File: src/hdl/mon_pkg.sv
// mon_pkg: shared types and constants of the morton octree node builder
// sequencer state codes, register indexes, field widths, level store controls
// no dependencies
package mon_pkg;

  localparam int KEY_IN_W  = 30;
  localparam int NKEY_W    = 31;
  localparam int NLVL_W    = 4;
  localparam int CNT_W     = 17;
  localparam int MASK_W    = 8;
  localparam int CFG_IDX_W = 2;
  localparam int CFG_W     = 31;
  localparam int CNT_MAX   = 131071;

  localparam logic [CFG_IDX_W-1:0] CFG_USE_INTERVAL   = 2'd0;
  localparam logic [CFG_IDX_W-1:0] CFG_INTERVAL_BEGIN = 2'd1;
  localparam logic [CFG_IDX_W-1:0] CFG_INTERVAL_END   = 2'd2;

  localparam logic [CFG_W-1:0] INTERVAL_END_RST = 31'h4000_0000;

  typedef enum logic [5:0] {
    ST_IDLE = 6'b000001,
    ST_ERR  = 6'b000010,
    ST_SCAN = 6'b000100,
    ST_EMIT = 6'b001000,
    ST_INCR = 6'b010000,
    ST_ROOT = 6'b100000
  } mon_state_t;

  typedef struct packed {
    logic incr;
    logic mask_set;
    logic clear_above;
    logic clear_all;
  } mon_store_ctl_t;

endpackage

File: src/hdl/mon_level_store.sv
// mon_level_store: per-level particle counts and child masks of the open path
// one read port at a sequencer-chosen level, parallel increment and clears
// depends on mon_pkg
module mon_level_store #(
  parameter int TREE_DEPTH = 10,
  parameter int MAX_POINTS = 65536
) (
  input  logic                                 clk,
  input  logic                                 rst_n,
  input  mon_pkg::mon_store_ctl_t              ctl,
  input  logic [$clog2(TREE_DEPTH+1)-1:0]      rd_lvl,
  input  logic [$clog2(TREE_DEPTH+1)-1:0]      set_lvl,
  input  logic [2:0]                           set_oct,
  input  logic [$clog2(TREE_DEPTH+1)-1:0]      keep_lvl,
  output logic [mon_pkg::CNT_W-1:0]            rd_cnt,
  output logic [mon_pkg::MASK_W-1:0]           rd_mask,
  output logic [mon_pkg::CNT_W-1:0]            root_cnt,
  output logic [mon_pkg::MASK_W-1:0]           root_mask
);
  import mon_pkg::*;

  localparam int IW    = $clog2(TREE_DEPTH+1);
  localparam int SAT_I = (MAX_POINTS < CNT_MAX) ? MAX_POINTS : CNT_MAX;
  localparam logic [CNT_W-1:0] CNT_SAT = CNT_W'(SAT_I);

  logic [CNT_W-1:0]  cnt_r    [TREE_DEPTH+1];
  logic [CNT_W-1:0]  cnt_nxt  [TREE_DEPTH+1];
  logic [MASK_W-1:0] mask_r   [TREE_DEPTH+1];
  logic [MASK_W-1:0] mask_nxt [TREE_DEPTH+1];

  always_comb begin
    for (int i = 0; i <= TREE_DEPTH; i++) begin
      cnt_nxt[i]  = cnt_r[i];
      mask_nxt[i] = mask_r[i];
      if (ctl.incr && (cnt_r[i] < CNT_SAT)) begin
        cnt_nxt[i] = cnt_r[i] + 1'b1;
      end
      if (ctl.mask_set && (set_lvl == IW'(i))) begin
        mask_nxt[i] = mask_r[i] | (8'd1 << set_oct);
      end
      if (ctl.clear_above && (IW'(i) > keep_lvl)) begin
        cnt_nxt[i]  = '0;
        mask_nxt[i] = '0;
      end
      if (ctl.clear_all) begin
        cnt_nxt[i]  = '0;
        mask_nxt[i] = '0;
      end
    end
  end

  always_ff @(posedge clk) begin
    for (int i = 0; i <= TREE_DEPTH; i++) begin
      if (!rst_n) begin
        cnt_r[i]  <= '0;
        mask_r[i] <= '0;
      end else begin
        cnt_r[i]  <= cnt_nxt[i];
        mask_r[i] <= mask_nxt[i];
      end
    end
  end

  assign rd_cnt    = cnt_r[rd_lvl];
  assign rd_mask   = mask_r[rd_lvl];
  assign root_cnt  = cnt_r[0];
  assign root_mask = mask_r[0];

endmodule

File: src/hdl/mon_cell_unit.sv
// mon_cell_unit: shared shift and compare unit for one tree level
// prefix match, interval containment, node key and octant of the held key
// depends on mon_pkg
module mon_cell_unit #(
  parameter int TREE_DEPTH = 10
) (
  input  logic [3*TREE_DEPTH-1:0]        cur_key,
  input  logic [3*TREE_DEPTH-1:0]        held_key,
  input  logic [$clog2(TREE_DEPTH+2)-1:0] lvl,
  input  logic                           use_interval,
  input  logic [mon_pkg::CFG_W-1:0]      interval_begin,
  input  logic [mon_pkg::CFG_W-1:0]      interval_end,
  output logic                           prefix_eq,
  output logic                           owned,
  output logic [mon_pkg::NKEY_W-1:0]     cell_key,
  output logic [2:0]                     octant
);
  import mon_pkg::*;

  localparam int KW   = 3*TREE_DEPTH;
  localparam int LW   = $clog2(TREE_DEPTH+2);
  localparam int SHW  = $clog2(KW+1);
  localparam int MW   = SHW + LW;
  localparam int BW   = (KW+1 > NKEY_W) ? KW+1 : NKEY_W;

  logic [LW-1:0]  dlt;
  logic [MW-1:0]  sh_full;
  logic [SHW-1:0] sh;
  logic [KW-1:0]  pre_h;
  logic [KW-1:0]  pre_k;
  logic [BW-1:0]  nk_full;
  logic [BW-1:0]  cellbit;
  logic [BW-1:0]  cell_lo;
  logic [BW-1:0]  cell_hi;

  assign dlt     = LW'(TREE_DEPTH) - lvl;
  assign sh_full = MW'(dlt) * MW'(3);
  assign sh      = SHW'(sh_full);

  assign pre_h     = held_key >> sh;
  assign pre_k     = cur_key >> sh;
  assign prefix_eq = (pre_h == pre_k);
  assign octant    = pre_h[2:0];

  assign nk_full  = BW'({1'b1, held_key}) >> sh;
  assign cell_key = nk_full[NKEY_W-1:0];

  assign cellbit = BW'(1) << sh;
  assign cell_lo = BW'(held_key) & ~(cellbit - BW'(1));
  assign cell_hi = cell_lo + cellbit;
  assign owned   = !use_interval ||
                   ((BW'(interval_begin) <= cell_lo) && (cell_hi <= BW'(interval_end)));

endmodule

File: src/hdl/morton_octree_node_builder_top.sv
// morton_octree_node_builder_top: linear octree node builder over sorted morton keys
// sequencer around the shared level unit and the level store
// depends on mon_pkg, mon_cell_unit, mon_level_store
//
// usage
//   in_*  : one morton key per transfer, in ascending order; in_tlast marks the
//           final key of a batch and flushes every open node, unless the batch hit an order error
//   out_* : octree nodes in post-order, children before parents, root last with
//           out_tlast high; out_tuser high marks the single order error result
//   cfg_* : register writes, always taken, meant only while the block is idle
// timing
//   one key at a time; in_tready is high only while the sequencer is idle
//   a key scans levels one by one through the one cell unit, down to the first
//   leaf level, then closes its nodes; the final key adds a second scan, its nodes
//   and the root
// reset
//   rst_n clears the batch state and restores register defaults
// stalls
//   results sit in one output register; the sequencer waits while it is full
//   and not taken, no result is dropped or repeated
module morton_octree_node_builder_top #(
  parameter int TREE_DEPTH = 10,
  parameter int MAX_POINTS = 65536
) (
  input  logic                             clk,
  input  logic                             rst_n,
  // [29:0] point_key
  input  logic [31:0]                      in_tdata,
  input  logic                             in_tlast,
  input  logic                             in_tvalid,
  output logic                             in_tready,
  // [30:0] tree_key, [34:31] tree_level, [51:35] point_count,
  // [59:52] octant_mask, [60] leaf_flag
  output logic [63:0]                      out_tdata,
  // [0] order_error
  output logic                             out_tuser,
  output logic                             out_tlast,
  output logic                             out_tvalid,
  input  logic                             out_tready,
  input  logic                             cfg_valid,
  output logic                             cfg_ready,
  input  logic [mon_pkg::CFG_IDX_W-1:0]    cfg_index,
  input  logic [mon_pkg::CFG_W-1:0]        cfg_data
);
  import mon_pkg::*;

  localparam int KW = 3*TREE_DEPTH;
  localparam int LW = $clog2(TREE_DEPTH+2);
  localparam int IW = $clog2(TREE_DEPTH+1);
  localparam logic [LW-1:0] LVL_D = LW'(TREE_DEPTH);

  // configuration
  logic             use_int_r;
  logic [CFG_W-1:0] ibegin_r;
  logic [CFG_W-1:0] iend_r;

  // sequencer
  mon_state_t    state_r, state_nxt;
  logic [KW-1:0] key_r, key_nxt;
  logic          last_r, last_nxt;
  logic [KW-1:0] held_r, held_nxt;
  logic          held_v_r, held_v_nxt;
  logic          err_seen_r, err_seen_nxt;
  logic [LW-1:0] lvl_r, lvl_nxt;
  logic [LW-1:0] s_r, s_nxt;
  logic          sdone_r, sdone_nxt;
  logic          flush_r, flush_nxt;
  logic          leaf1_r, leaf1_nxt;

  // output register
  logic              ov_r, ov_nxt;
  logic [NKEY_W-1:0] o_key_r, o_key_nxt;
  logic [NLVL_W-1:0] o_lvl_r, o_lvl_nxt;
  logic [CNT_W-1:0]  o_cnt_r, o_cnt_nxt;
  logic [MASK_W-1:0] o_mask_r, o_mask_nxt;
  logic              o_leaf_r, o_leaf_nxt;
  logic              o_err_r, o_err_nxt;
  logic              o_end_r, o_end_nxt;

  logic              in_xfer;
  logic              can_emit;
  logic [KW-1:0]     in_key;
  logic [LW-1:0]     lvl_c;
  logic [LW-1:0]     lvl_dn;
  logic              prefix_eq;
  logic              cell_owned;
  logic [NKEY_W-1:0] cell_key;
  logic [2:0]        octant;
  logic [CNT_W-1:0]  rd_cnt;
  logic [MASK_W-1:0] rd_mask;
  logic [CNT_W-1:0]  root_cnt;
  logic [MASK_W-1:0] root_mask;
  mon_store_ctl_t    sctl;

  assign cfg_ready = 1'b1;

  always_ff @(posedge clk) begin
    if (!rst_n) begin
      use_int_r <= 1'b0;
      ibegin_r  <= '0;
      iend_r    <= INTERVAL_END_RST;
    end else if (cfg_valid) begin
      case (cfg_index)
        CFG_USE_INTERVAL:   use_int_r <= cfg_data[0];
        CFG_INTERVAL_BEGIN: ibegin_r  <= cfg_data;
        CFG_INTERVAL_END:   iend_r    <= cfg_data;
        default: ;
      endcase
    end
  end

  assign in_tready = (state_r == ST_IDLE);
  assign in_xfer   = in_tvalid && in_tready;
  assign in_key    = KW'(in_tdata[KEY_IN_W-1:0]);
  assign can_emit  = !ov_r || out_tready;
  assign lvl_c     = (lvl_r > LVL_D) ? LVL_D : lvl_r;
  assign lvl_dn    = lvl_r - 1'b1;

  mon_cell_unit #(
    .TREE_DEPTH(TREE_DEPTH)
  ) u_cell (
    .cur_key       (key_r),
    .held_key      (held_r),
    .lvl           (lvl_c),
    .use_interval  (use_int_r),
    .interval_begin(ibegin_r),
    .interval_end  (iend_r),
    .prefix_eq     (prefix_eq),
    .owned         (cell_owned),
    .cell_key      (cell_key),
    .octant        (octant)
  );

  mon_level_store #(
    .TREE_DEPTH(TREE_DEPTH),
    .MAX_POINTS(MAX_POINTS)
  ) u_store (
    .clk      (clk),
    .rst_n    (rst_n),
    .ctl      (sctl),
    .rd_lvl   (lvl_c[IW-1:0]),
    .set_lvl  (lvl_dn[IW-1:0]),
    .set_oct  (octant),
    .keep_lvl (s_r[IW-1:0]),
    .rd_cnt   (rd_cnt),
    .rd_mask  (rd_mask),
    .root_cnt (root_cnt),
    .root_mask(root_mask)
  );

  always_comb begin
    state_nxt    = state_r;
    key_nxt      = key_r;
    last_nxt     = last_r;
    held_nxt     = held_r;
    held_v_nxt   = held_v_r;
    err_seen_nxt = err_seen_r;
    lvl_nxt      = lvl_r;
    s_nxt        = s_r;
    sdone_nxt    = sdone_r;
    flush_nxt    = flush_r;
    leaf1_nxt    = leaf1_r;
    sctl         = '0;

    ov_nxt     = ov_r && !out_tready;
    o_key_nxt  = o_key_r;
    o_lvl_nxt  = o_lvl_r;
    o_cnt_nxt  = o_cnt_r;
    o_mask_nxt = o_mask_r;
    o_leaf_nxt = o_leaf_r;
    o_err_nxt  = o_err_r;
    o_end_nxt  = o_end_r;

    case (state_r)
      ST_IDLE: begin
        if (in_xfer) begin
          key_nxt  = in_key;
          last_nxt = in_tlast;
          if (err_seen_r) begin
            if (in_tlast) begin
              sctl.clear_all = 1'b1;
              held_nxt       = '0;
              held_v_nxt     = 1'b0;
              err_seen_nxt   = 1'b0;
            end
          end else if (held_v_r && (in_key < held_r)) begin
            state_nxt = ST_ERR;
          end else if (held_v_r) begin
            state_nxt = ST_SCAN;
            lvl_nxt   = LW'(1);
            s_nxt     = '0;
            sdone_nxt = 1'b0;
            flush_nxt = 1'b0;
          end else begin
            state_nxt = ST_INCR;
          end
        end
      end
      ST_ERR: begin
        if (can_emit) begin
          ov_nxt     = 1'b1;
          o_key_nxt  = '0;
          o_lvl_nxt  = '0;
          o_cnt_nxt  = '0;
          o_mask_nxt = '0;
          o_leaf_nxt = 1'b0;
          o_err_nxt  = 1'b1;
          o_end_nxt  = last_r;
          state_nxt  = ST_IDLE;
          if (last_r) begin
            sctl.clear_all = 1'b1;
            held_nxt       = '0;
            held_v_nxt     = 1'b0;
          end else begin
            err_seen_nxt = 1'b1;
          end
        end
      end
      ST_SCAN: begin
        if (!sdone_r && (lvl_r <= LVL_D) && prefix_eq) begin
          s_nxt   = lvl_r;
          lvl_nxt = lvl_r + 1'b1;
        end else if (!sdone_r && (lvl_r > LVL_D)) begin
          // same cell at full depth, nothing closes
          state_nxt = ST_INCR;
        end else begin
          sdone_nxt = 1'b1;
          if ((lvl_r == LVL_D) || ((rd_cnt == CNT_W'(1)) && cell_owned)) begin
            state_nxt = ST_EMIT;
            leaf1_nxt = 1'b1;
          end else begin
            lvl_nxt = lvl_r + 1'b1;
          end
        end
      end
      ST_EMIT: begin
        if (can_emit) begin
          ov_nxt        = 1'b1;
          o_key_nxt     = cell_key;
          o_lvl_nxt     = NLVL_W'(lvl_r);
          o_cnt_nxt     = rd_cnt;
          o_mask_nxt    = rd_mask;
          o_leaf_nxt    = leaf1_r;
          o_err_nxt     = 1'b0;
          o_end_nxt     = 1'b0;
          leaf1_nxt     = 1'b0;
          sctl.mask_set = 1'b1;
          if (lvl_dn == s_r) begin
            sctl.clear_above = 1'b1;
            state_nxt        = flush_r ? ST_ROOT : ST_INCR;
          end else begin
            lvl_nxt = lvl_dn;
          end
        end
      end
      ST_INCR: begin
        sctl.incr  = 1'b1;
        held_nxt   = key_r;
        held_v_nxt = 1'b1;
        if (last_r) begin
          state_nxt = ST_SCAN;
          flush_nxt = 1'b1;
          sdone_nxt = 1'b1;
          s_nxt     = '0;
          lvl_nxt   = LW'(1);
        end else begin
          state_nxt = ST_IDLE;
        end
      end
      ST_ROOT: begin
        if (can_emit) begin
          ov_nxt         = 1'b1;
          o_key_nxt      = NKEY_W'(1);
          o_lvl_nxt      = '0;
          o_cnt_nxt      = root_cnt;
          o_mask_nxt     = root_mask;
          o_leaf_nxt     = (root_mask == '0);
          o_err_nxt      = 1'b0;
          o_end_nxt      = 1'b1;
          sctl.clear_all = 1'b1;
          held_nxt       = '0;
          held_v_nxt     = 1'b0;
          err_seen_nxt   = 1'b0;
          flush_nxt      = 1'b0;
          state_nxt      = ST_IDLE;
        end
      end
      default: begin
        state_nxt = ST_IDLE;
      end
    endcase
  end

  always_ff @(posedge clk) begin
    if (!rst_n) begin
      state_r    <= ST_IDLE;
      held_r     <= '0;
      held_v_r   <= 1'b0;
      err_seen_r <= 1'b0;
      lvl_r      <= LW'(1);
      s_r        <= '0;
      sdone_r    <= 1'b0;
      flush_r    <= 1'b0;
      leaf1_r    <= 1'b0;
      ov_r       <= 1'b0;
    end else begin
      state_r    <= state_nxt;
      held_r     <= held_nxt;
      held_v_r   <= held_v_nxt;
      err_seen_r <= err_seen_nxt;
      lvl_r      <= lvl_nxt;
      s_r        <= s_nxt;
      sdone_r    <= sdone_nxt;
      flush_r    <= flush_nxt;
      leaf1_r    <= leaf1_nxt;
      ov_r       <= ov_nxt;
    end
  end

  always_ff @(posedge clk) begin
    key_r    <= key_nxt;
    last_r   <= last_nxt;
    o_key_r  <= o_key_nxt;
    o_lvl_r  <= o_lvl_nxt;
    o_cnt_r  <= o_cnt_nxt;
    o_mask_r <= o_mask_nxt;
    o_leaf_r <= o_leaf_nxt;
    o_err_r  <= o_err_nxt;
    o_end_r  <= o_end_nxt;
  end

  assign out_tvalid = ov_r;
  assign out_tdata  = {3'b000, o_leaf_r, o_mask_r, o_cnt_r, o_lvl_r, o_key_r};
  assign out_tuser  = o_err_r;
  assign out_tlast  = o_end_r;

endmodule
File: config.mk
export PLATFORM = sky130hd
export DESIGN_NAME = morton_octree_node_builder_top
export DESIGN_NICKNAME = d
export VERILOG_FILES = /design/src/hdl/mon_pkg.sv /design/src/hdl/mon_level_store.sv /design/src/hdl/mon_cell_unit.sv /design/src/hdl/morton_octree_node_builder_top.sv
export SDC_FILE = /design/constraint.sdc
export NUM_CORES = 1
export LEC_CHECK = 0
export ABC_AREA = 1
export ABC_CLOCK_PERIOD_IN_PS = 13900
export BUFFER_PORTS_ARGS = -buffer_cell sky130_fd_sc_hd__clkbuf_2
export CAP_MARGIN = 20
export CORE_ASPECT_RATIO = 0.6
export CORE_MARGIN = 10
export CORE_UTILIZATION = 40
export DETAILED_ROUTE_END_ITERATION = 10
export PLACE_DENSITY = 0.57
export SYNTH_ARGS = -nofsm -noshare
export SYNTH_HDL_FRONTEND = slang
export SYNTH_SLANG_ARGS = --single-unit
File: constraint.sdc
create_clock -name clk -period 13.9 [get_ports clk]
set_input_delay 1.39 -clock clk [delete_from_list [all_inputs] [get_ports clk]]
set_output_delay 1.39 -clock clk [all_outputs]
set_load 0.005 [all_outputs]
# Yosys cells after proc, flatten, opt, wreduce, memory -nomap -nowiden
# Memories as Yosys holds them, arrays and structs flattened.
# Index checks and enable logic that the tools add are counted.
[totals]
n_memories = 2
out_inout_bits = 69
ramBits = 275
wordCells = 421
in_bits = 71
reg_bits = 207
[op_classes]
addsub = 16
order_cmp = 27
muxes = 190
bitwise = 35
multipliers = 1
n_shift = 5
n_eq_ne = 45
reduce_logical = 78
[memory_table]
columns = ["name", "words", "width", "rd", "rd_ports_with_merged_regs", "wr", "line_no", "text"]
rows = [
  ["u_store.cnt_r", 11, 17, 12, 0, 11, "mon_level_store.sv:26", "logic [CNT_W-1:0] cnt_r [TREE_DEPTH+1];"],
  ["u_store.mask_r", 11, 8, 12, 0, 11, "mon_level_store.sv:28", "logic [MASK_W-1:0] mask_r [TREE_DEPTH+1];"],
]
[ops]
columns = ["op", "n"]
rows = [
  ["$mux W17", 47],
  ["$mux W8", 47],
  ["$add A17 B1 Y17 const B", 11],
  ["$lt A17 B17 Y1 const B", 11],
  ["$mux W30", 6],
  ["$pmux W30 S4", 1],
  ["$mux W31", 3],
  ["$pmux W31 S3", 1],
  ["$or A8 B8 Y8", 11],
  ["$mux W4", 19],
  ["$le A31 B31 Y1", 2],
  ["$shr A30 B5 Y30", 2],
  ["$mux W6", 9],
  ["$pmux W17 S3", 1],
  ["$logic_and A1 B1 Y1", 41],
  ["$mux W1", 37],
  ["$add A31 B31 Y31", 1],
  ["$and A30 B31 Y31", 1],
  ["$not A31 Y31", 1],
  ["$shl A1 B5 Y31 const A", 1],
  ["$shr A31 B5 Y31", 1],
  ["$sub A31 B1 Y31 const B", 1],
  ["$eq A30 B30 Y1", 1],
  ["$lt A30 B30 Y1", 1],
  ["other kinds (57)", 140],
]

# Depth between registers and ports, before layout
[depth]
word_depth = 18
depth_mapped = 65
ltp_nobuf = 58

# Modules after synthesis
# From an unflattened synthesis, not the netlist that was laid out.
[unflattened]
hier_cells = 4954
area_unflattened_um2 = 32099.5
[by_module_without_submodules]
columns = ["mod", "seq_area_each_um2", "instances", "cells_each", "area_per_inst_um2"]
rows = [
  ["mon_level_store", 5505.3, 1, 2251, 14381.3],
  ["morton_octree_node_builder_top", 5084.9, 1, 1061, 9222.6],
  ["mon_cell_unit", 0.0, 1, 1642, 8495.6],
]

# Worst setup path after synthesis
# OpenSTA, ideal clock, no wires.
[synth_path]
path_type = "flip-flop to flip-flop"
startpoint = "register lvl_r[0]"
endpoint = "register lvl_r[1]"
setup_time_ns = 0.116
path_stages_with_launch = 63
arrival_time_ns = 8.432
path_buffers = 7
setup_slack_ns = 5.353
required_ns = 13.784
synth_period_minus_slack_ns = 8.547
cell_sequence = "dfxtp_1 > inv_1 > clkbuf_1 > clkbuf_1 > clkbuf_1 > clkbuf_1 > ha_1 > nand3_4 > nand2_4 > nand2_4 > inv_4 > buf_2 > clkbuf_1 > clkbuf_1 > ha_1 > inv_1 > xor2_1 > ha_1 > (+27 left out) > nor2_1 > a211oi_1 > nand3_1 > xor2_1 > ha_1 > nand2_1 > inv_1 > a221oi_1 > o21a_1 > o21ai_0 > nand2_1 > nand2_1 > nand2_1 > nand2_1 > nand2_2 > nand2_4 > a21oi_1 > nor2_1"
[synth_via]
elab_chain_len = 16
elab_cells_between_ends = 38
classes_between = "add/sub: 5; mul: 1; order compare: 4; eq/ne: 7; shift: 3; mux: 7; bitwise: 2; reduce/logical: 8; memory: 1"
[synth_rtl]
columns = ["element", "line_no", "text"]
rows = [
  ["from (decl)", "morton_octree_node_builder_top.sv:64", "logic [LW-1:0] lvl_r, lvl_nxt;"],
  ["from (signal assigned)", "morton_octree_node_builder_top.sv:311", "lvl_r <= lvl_nxt;"],
  ["$gt A4 B4 Y1", "morton_octree_node_builder_top.sv:116, morton_octree_node_builder_top.sv:223", ""],
  ["$mux W4", "morton_octree_node_builder_top.sv:116", "assign lvl_c = (lvl_r > LVL_D) ? LVL_D : lvl_r;"],
  ["$sub A4 B4 Y4", "mon_cell_unit.sv:36", "assign dlt = LW'(TREE_DEPTH) - lvl;"],
  ["$mul A4 B2 Y5", "mon_cell_unit.sv:37", "assign sh_full = MW'(dlt) * MW'(3);"],
  ["$shl A1 B5 Y31", "mon_cell_unit.sv:48", "assign cellbit = BW'(1) << sh;"],
  ["$sub A31 B1 Y31", "mon_cell_unit.sv:49", "assign cell_lo = BW'(held_key) & ~(cellbit - BW'(1));"],
  ["$not A31 Y31", "mon_cell_unit.sv:49", ""],
  ["$and A30 B31 Y31", "mon_cell_unit.sv:49", ""],
  ["$add A31 B31 Y31", "mon_cell_unit.sv:50", "assign cell_hi = cell_lo + cellbit;"],
  ["$le A31 B31 Y1", "mon_cell_unit.sv:52", "((BW'(interval_begin) <= cell_lo) && (cell_hi <= BW'(interval_end)));"],
  ["$logic_and A1 B1 Y1", "mon_cell_unit.sv:52", ""],
  ["$logic_or A1 B1 Y1", "mon_cell_unit.sv:51", "assign owned = !use_interval ||"],
  ["$logic_and A1 B1 Y1", "morton_octree_node_builder_top.sv:228", "if ((lvl_r == LVL_D) || ((rd_cnt == CNT_W'(1)) && cell_owned)) begin"],
  ["$logic_or A1 B1 Y1", "morton_octree_node_builder_top.sv:228", ""],
  ["$ne A3 B3 Y1 (no line)", "-", ""],
  ["$reduce_and A10 Y1 (no line)", "-", ""],
]
# Parallel ways exist; a longest one is shown, timed or not. The select of a mux whose other input is x is not followed.
# A chain may end at the register's enable or synchronous reset.

# Final worst setup path
[layout_path]
startpoint = "register lvl_r[1]"
endpoint = "register state_r[4]"
[layout_via]
elab_chain_len = 16
elab_cells_between_ends = 34
classes_between = "add/sub: 4; mul: 1; order compare: 4; eq/ne: 7; shift: 3; mux: 4; bitwise: 2; reduce/logical: 8; memory: 1"
[layout_rtl]
columns = ["element", "line_no", "text"]
rows = [
  ["$gt A4 B4 Y1", "morton_octree_node_builder_top.sv:116, morton_octree_node_builder_top.sv:223", ""],
  ["$mux W4", "morton_octree_node_builder_top.sv:116", ""],
  ["$sub A4 B4 Y4", "mon_cell_unit.sv:36", ""],
  ["$mul A4 B2 Y5", "mon_cell_unit.sv:37", ""],
  ["$shl A1 B5 Y31", "mon_cell_unit.sv:48", ""],
  ["$sub A31 B1 Y31", "mon_cell_unit.sv:49", ""],
  ["$not A31 Y31", "mon_cell_unit.sv:49", ""],
  ["$and A30 B31 Y31", "mon_cell_unit.sv:49", ""],
  ["$add A31 B31 Y31", "mon_cell_unit.sv:50", ""],
  ["$le A31 B31 Y1", "mon_cell_unit.sv:52", ""],
  ["$logic_and A1 B1 Y1", "mon_cell_unit.sv:52", ""],
  ["$logic_or A1 B1 Y1", "mon_cell_unit.sv:51", ""],
  ["$logic_and A1 B1 Y1", "morton_octree_node_builder_top.sv:228", ""],
  ["$logic_or A1 B1 Y1", "morton_octree_node_builder_top.sv:228", ""],
  ["$ne A3 B3 Y1 (no line)", "-", ""],
  ["$reduce_and A7 Y1 (no line)", "-", ""],
  ["to (signal assigned)", "morton_octree_node_builder_top.sv:307", "state_r <= state_nxt;"],
  ["to (decl)", "morton_octree_node_builder_top.sv:58", "mon_state_t state_r, state_nxt;"],
]
# Parallel ways exist; a longest one is shown, timed or not. The select of a mux whose other input is x is not followed.

==> out/summary.txt <==
RSZ-0062 raised after global routing = no
Buffers on Ports = 133
type of origin of the critical path = register
Synth top area share = 26.5%
post-synth top area cell = dfxtp_1
DRC = 0
TNS Setup = 0 ns
Setup crit start = lvl_r[1]
Clock Skew = 0.0298 ns
Slowest-stage cell, CP = inv_4
DRT Pass-1 Iters = 6
die area = 0.0848 mm^2
Fin. Hold Viols = 0
Final ANT Viol Nets = 0
Detail Placement HPWL = 83200 um
Starting Density = 40.6%
maxcap violations = 0
Async S/R FF share, synth = 0%
relative slew slack = 20.4%
row cnt = 76
Worst Hold Class = register to register
CP arrival = 10.93 ns
launch point of the worst reg-to-reg path = lvl_r[1]
Setup CP Type = register to register
WL final = 108000 um
GRT Total Usage = 24.3%
post-cts repair resize count = 0
CP max stage delay = 0.75 ns
layout cells sized above 1 = 9.39%
Core ar. = 0.0722 mm^2
vias = 28745
H-tree Lvls = 2
delay-heaviest family, CP = simple AND/OR/NAND/NOR gates
Worst R2R Path Depth = 52
outcome = complete, no violations
Setup crit end = state_r[4]
Pwr per Cell Area = 199 mW/mm^2
CP Depth = 52
vias per std cell = 5.48
Final Wtd Congestion = 0.992
cell repeated most along the worst path = nand2_1
Worst Path Buf+Inv = 9
top_reg_cell synth = dfxtp_1
Worst-path clk slew = 0.07 ns
dpl cells = 5150
post-DR wirelength/cell = 20.6 um
worst slew pin tran = 1.16 ns
CTS Buf Count = 51
synthesis-to-layout area growth = 11.3%
Critical Path Sink Type = register
R2R Setup Slk = 3.52 ns
Final Cycle Share = 74.6%
maximum clock insertion buffer count = 3
Critical R2R Capture = state_r[4]
Ports = 140
vias in the first global route = 25082
Die Wd = 369 um
Final #Nets = 4430
Leak Pwr = 12.5 nW
Post-CTS Setup Inserts = 0
initial drt markers = 3508
CTS tree = yes
antenna violations before repair = 4
maximum vdd drop = 167 uV
Yosys cell types = 73
Area contributors post-synth = dfxtp_1 27%, nand2_1 10%, edfxtp_1 9.6%
clk_lat worst skew = 0.65 ns
Crit Path Max Fanout = 59
Gate Count Post-Synth = 4176
Avg Synthesized Cell Area = 7.01 um^2
Post-Syn Area = 0.0293 mm^2
Worst Path Required = 14.45 ns
Syn. warnings = 0
GRT overflow = 0
Final setup viols = 0
Die Span Y = 230 um
first-pass GRT wire length = 160000 um
largest net degree at the start of global routing = 93
FF+latch count, synth = 482
Max Fclk = 0.0964 GHz
final count of pins violating max slew = 0
Sink Count = 482
number of flops mapped to enable cells by yosys = 94
sequential share of the synthesized area = 36.2%
Post-Route Hold Slack = 0.450 ns
minimum clock period = 10.38 ns
root buffer cell = clkbuf_16
fin cells = 5248
hold_buf cts = 0
[sequential cells by signal, summed over array words and instances, names as in the netlist, 4 cells and up]
| register | count |
|---|---|
| iend_r | 31 |
| s_r | 4 |
| u_store.mask_r | 88 |
| key_r | 30 |
| u_store.cnt_r | 187 |
| o_cnt_r | 17 |
| ibegin_r | 31 |
| o_key_r | 31 |
| held_r | 30 |
| state_r | 6 |
| lvl_r | 4 |
| o_mask_r | 8 |
| o_lvl_r | 4 |
[layout by cell type, fill, tap and decap left out, drive strengths merged, types with 13 or more instances in the layout]
cell type and n:
clkbuf 206, edfxtp 94, o22ai 49, inv 500, o21a 13, xnor2 26
nand3 158, ha 128, nand2 841, o211ai 40, xor2 96, nor2 502
a21oi 382, nor3b 27, dfxtp 388, a31oi 24, a221oi 20, nor3 114
o221ai 29, buf 41, clkinv 21, nor4 33, o21ai 393, nand4 57
[Yosys cell counts, types with 21 or more instances]
library cell and n:
nor3_1 111, a31oi_1 24, inv_1 462, o21ai_0 348, nand2_1 819, nor3b_1 26, nor2_1 472, nand4_1 56
clkbuf_1 116, xnor2_1 26, nor4_1 31, o22ai_1 49, o211ai_1 40, edfxtp_1 94, o21ai_1 41, ha_1 128
inv_2 34, buf_1 21, o221ai_1 29, a21oi_1 378, nand3_1 147, dfxtp_1 388, buf_2 24, xor2_1 96
[worst reg2reg max path, delay by kind of cell (launching register included)]
kind / cells / cell delay, ns
compound gates: 3 / 0.57
xor+xnor: 2 / 0.29
fa+ha+maj: 6 / 2.13
buf+inv: 9 / 1.84
flops: 1 / 0.64
simple gates: 32 / 4.82
[area by class of cell]
cell class | count | area (um^2)
clock buffer | 71 | 1450
antenna | 1 | 2.50
clock inverter | 24 | 312
inverter | 504 | 1900
sequential | 482 | 10600
tap | 975 | 1220
timing repair buffer | 176 | 988
fill | 7562 | 39600
multi-input combinational | 3015 | 16100
[worst min-delay path by stage]
stage | cells past startpoint | end | slack, ns | start
5_1_grt | 2 | u_store.mask_r[6][3] | 0.47 | u_store.mask_r[6][3]
3_5_place_dp | 2 | u_store.mask_r[3][7] | 0.44 | u_store.mask_r[3][7]
3_3_place_gp | 2 | u_store.mask_r[4][2] | 0.44 | u_store.mask_r[4][2]
4_1_cts | 2 | u_store.mask_r[4][6] | 0.45 | u_store.mask_r[4][6]
2_1_floorplan | 2 | u_store.mask_r[4][2] | 0.43 | u_store.mask_r[4][2]
6_report | 2 | u_store.mask_r[6][3] | 0.45 | u_store.mask_r[6][3]
[metrics by stage]
| stage | cell area (um^2) | total power [mW] | worst slack [ns] | utilization, % |
|---|---|---|---|---|
| CTS | 32600 | 6.36 | 3.86 | 45.1 |
| global placement | 30800 | 4.90 | 3.98 | 42.7 |
| global route | 32600 | 6.83 | 2.98 | 45.2 |
| floorplan | 29300 | 3.83 | 5.35 | - |
| detailed placement | 30800 | 4.88 | 3.92 | 42.7 |
| finish | 32600 | 6.48 | 3.52 | 45.2 |
[where the power goes]
group	internal (mW)	total, mW	switching, mW
sequential	1.52	1.58	0.0617
clock	0.833	1.47	0.641
combinational	0.866	3.43	2.56
total	3.22	6.48	3.26
[routing by layer]
metal | routed length, um | track usage (%) | up-vias
met3 | 15000 | 9.72 | 88
met2 | 35400 | 27.2 | 1308
met5 | 22 | 0 | -
met1 | 56500 | 40.7 | 13245
met4 | 1230 | 3.47 | 4
li1 | - | - | 14100
[kinds of logic (layout without fill, tap and decap cells)]
kind of cell             Yosys count  in the layout  synth area share (%)
AND/OR/NAND/NOR                 1749           1749                  25.9
AO/OA/AOI/OAI                   1003           1003                  19.3
buffers and inverters            681            775                  9.13
flip-flops                       482            482                  36.2
adder cells (fa/ha/maj)          129            129                  5.54
XOR/XNOR                         122            122                  3.65
multiplexers                       8              8                 0.273
other                              2              5                0.0256
No activity file was read; power rests on OpenSTA's default activity.
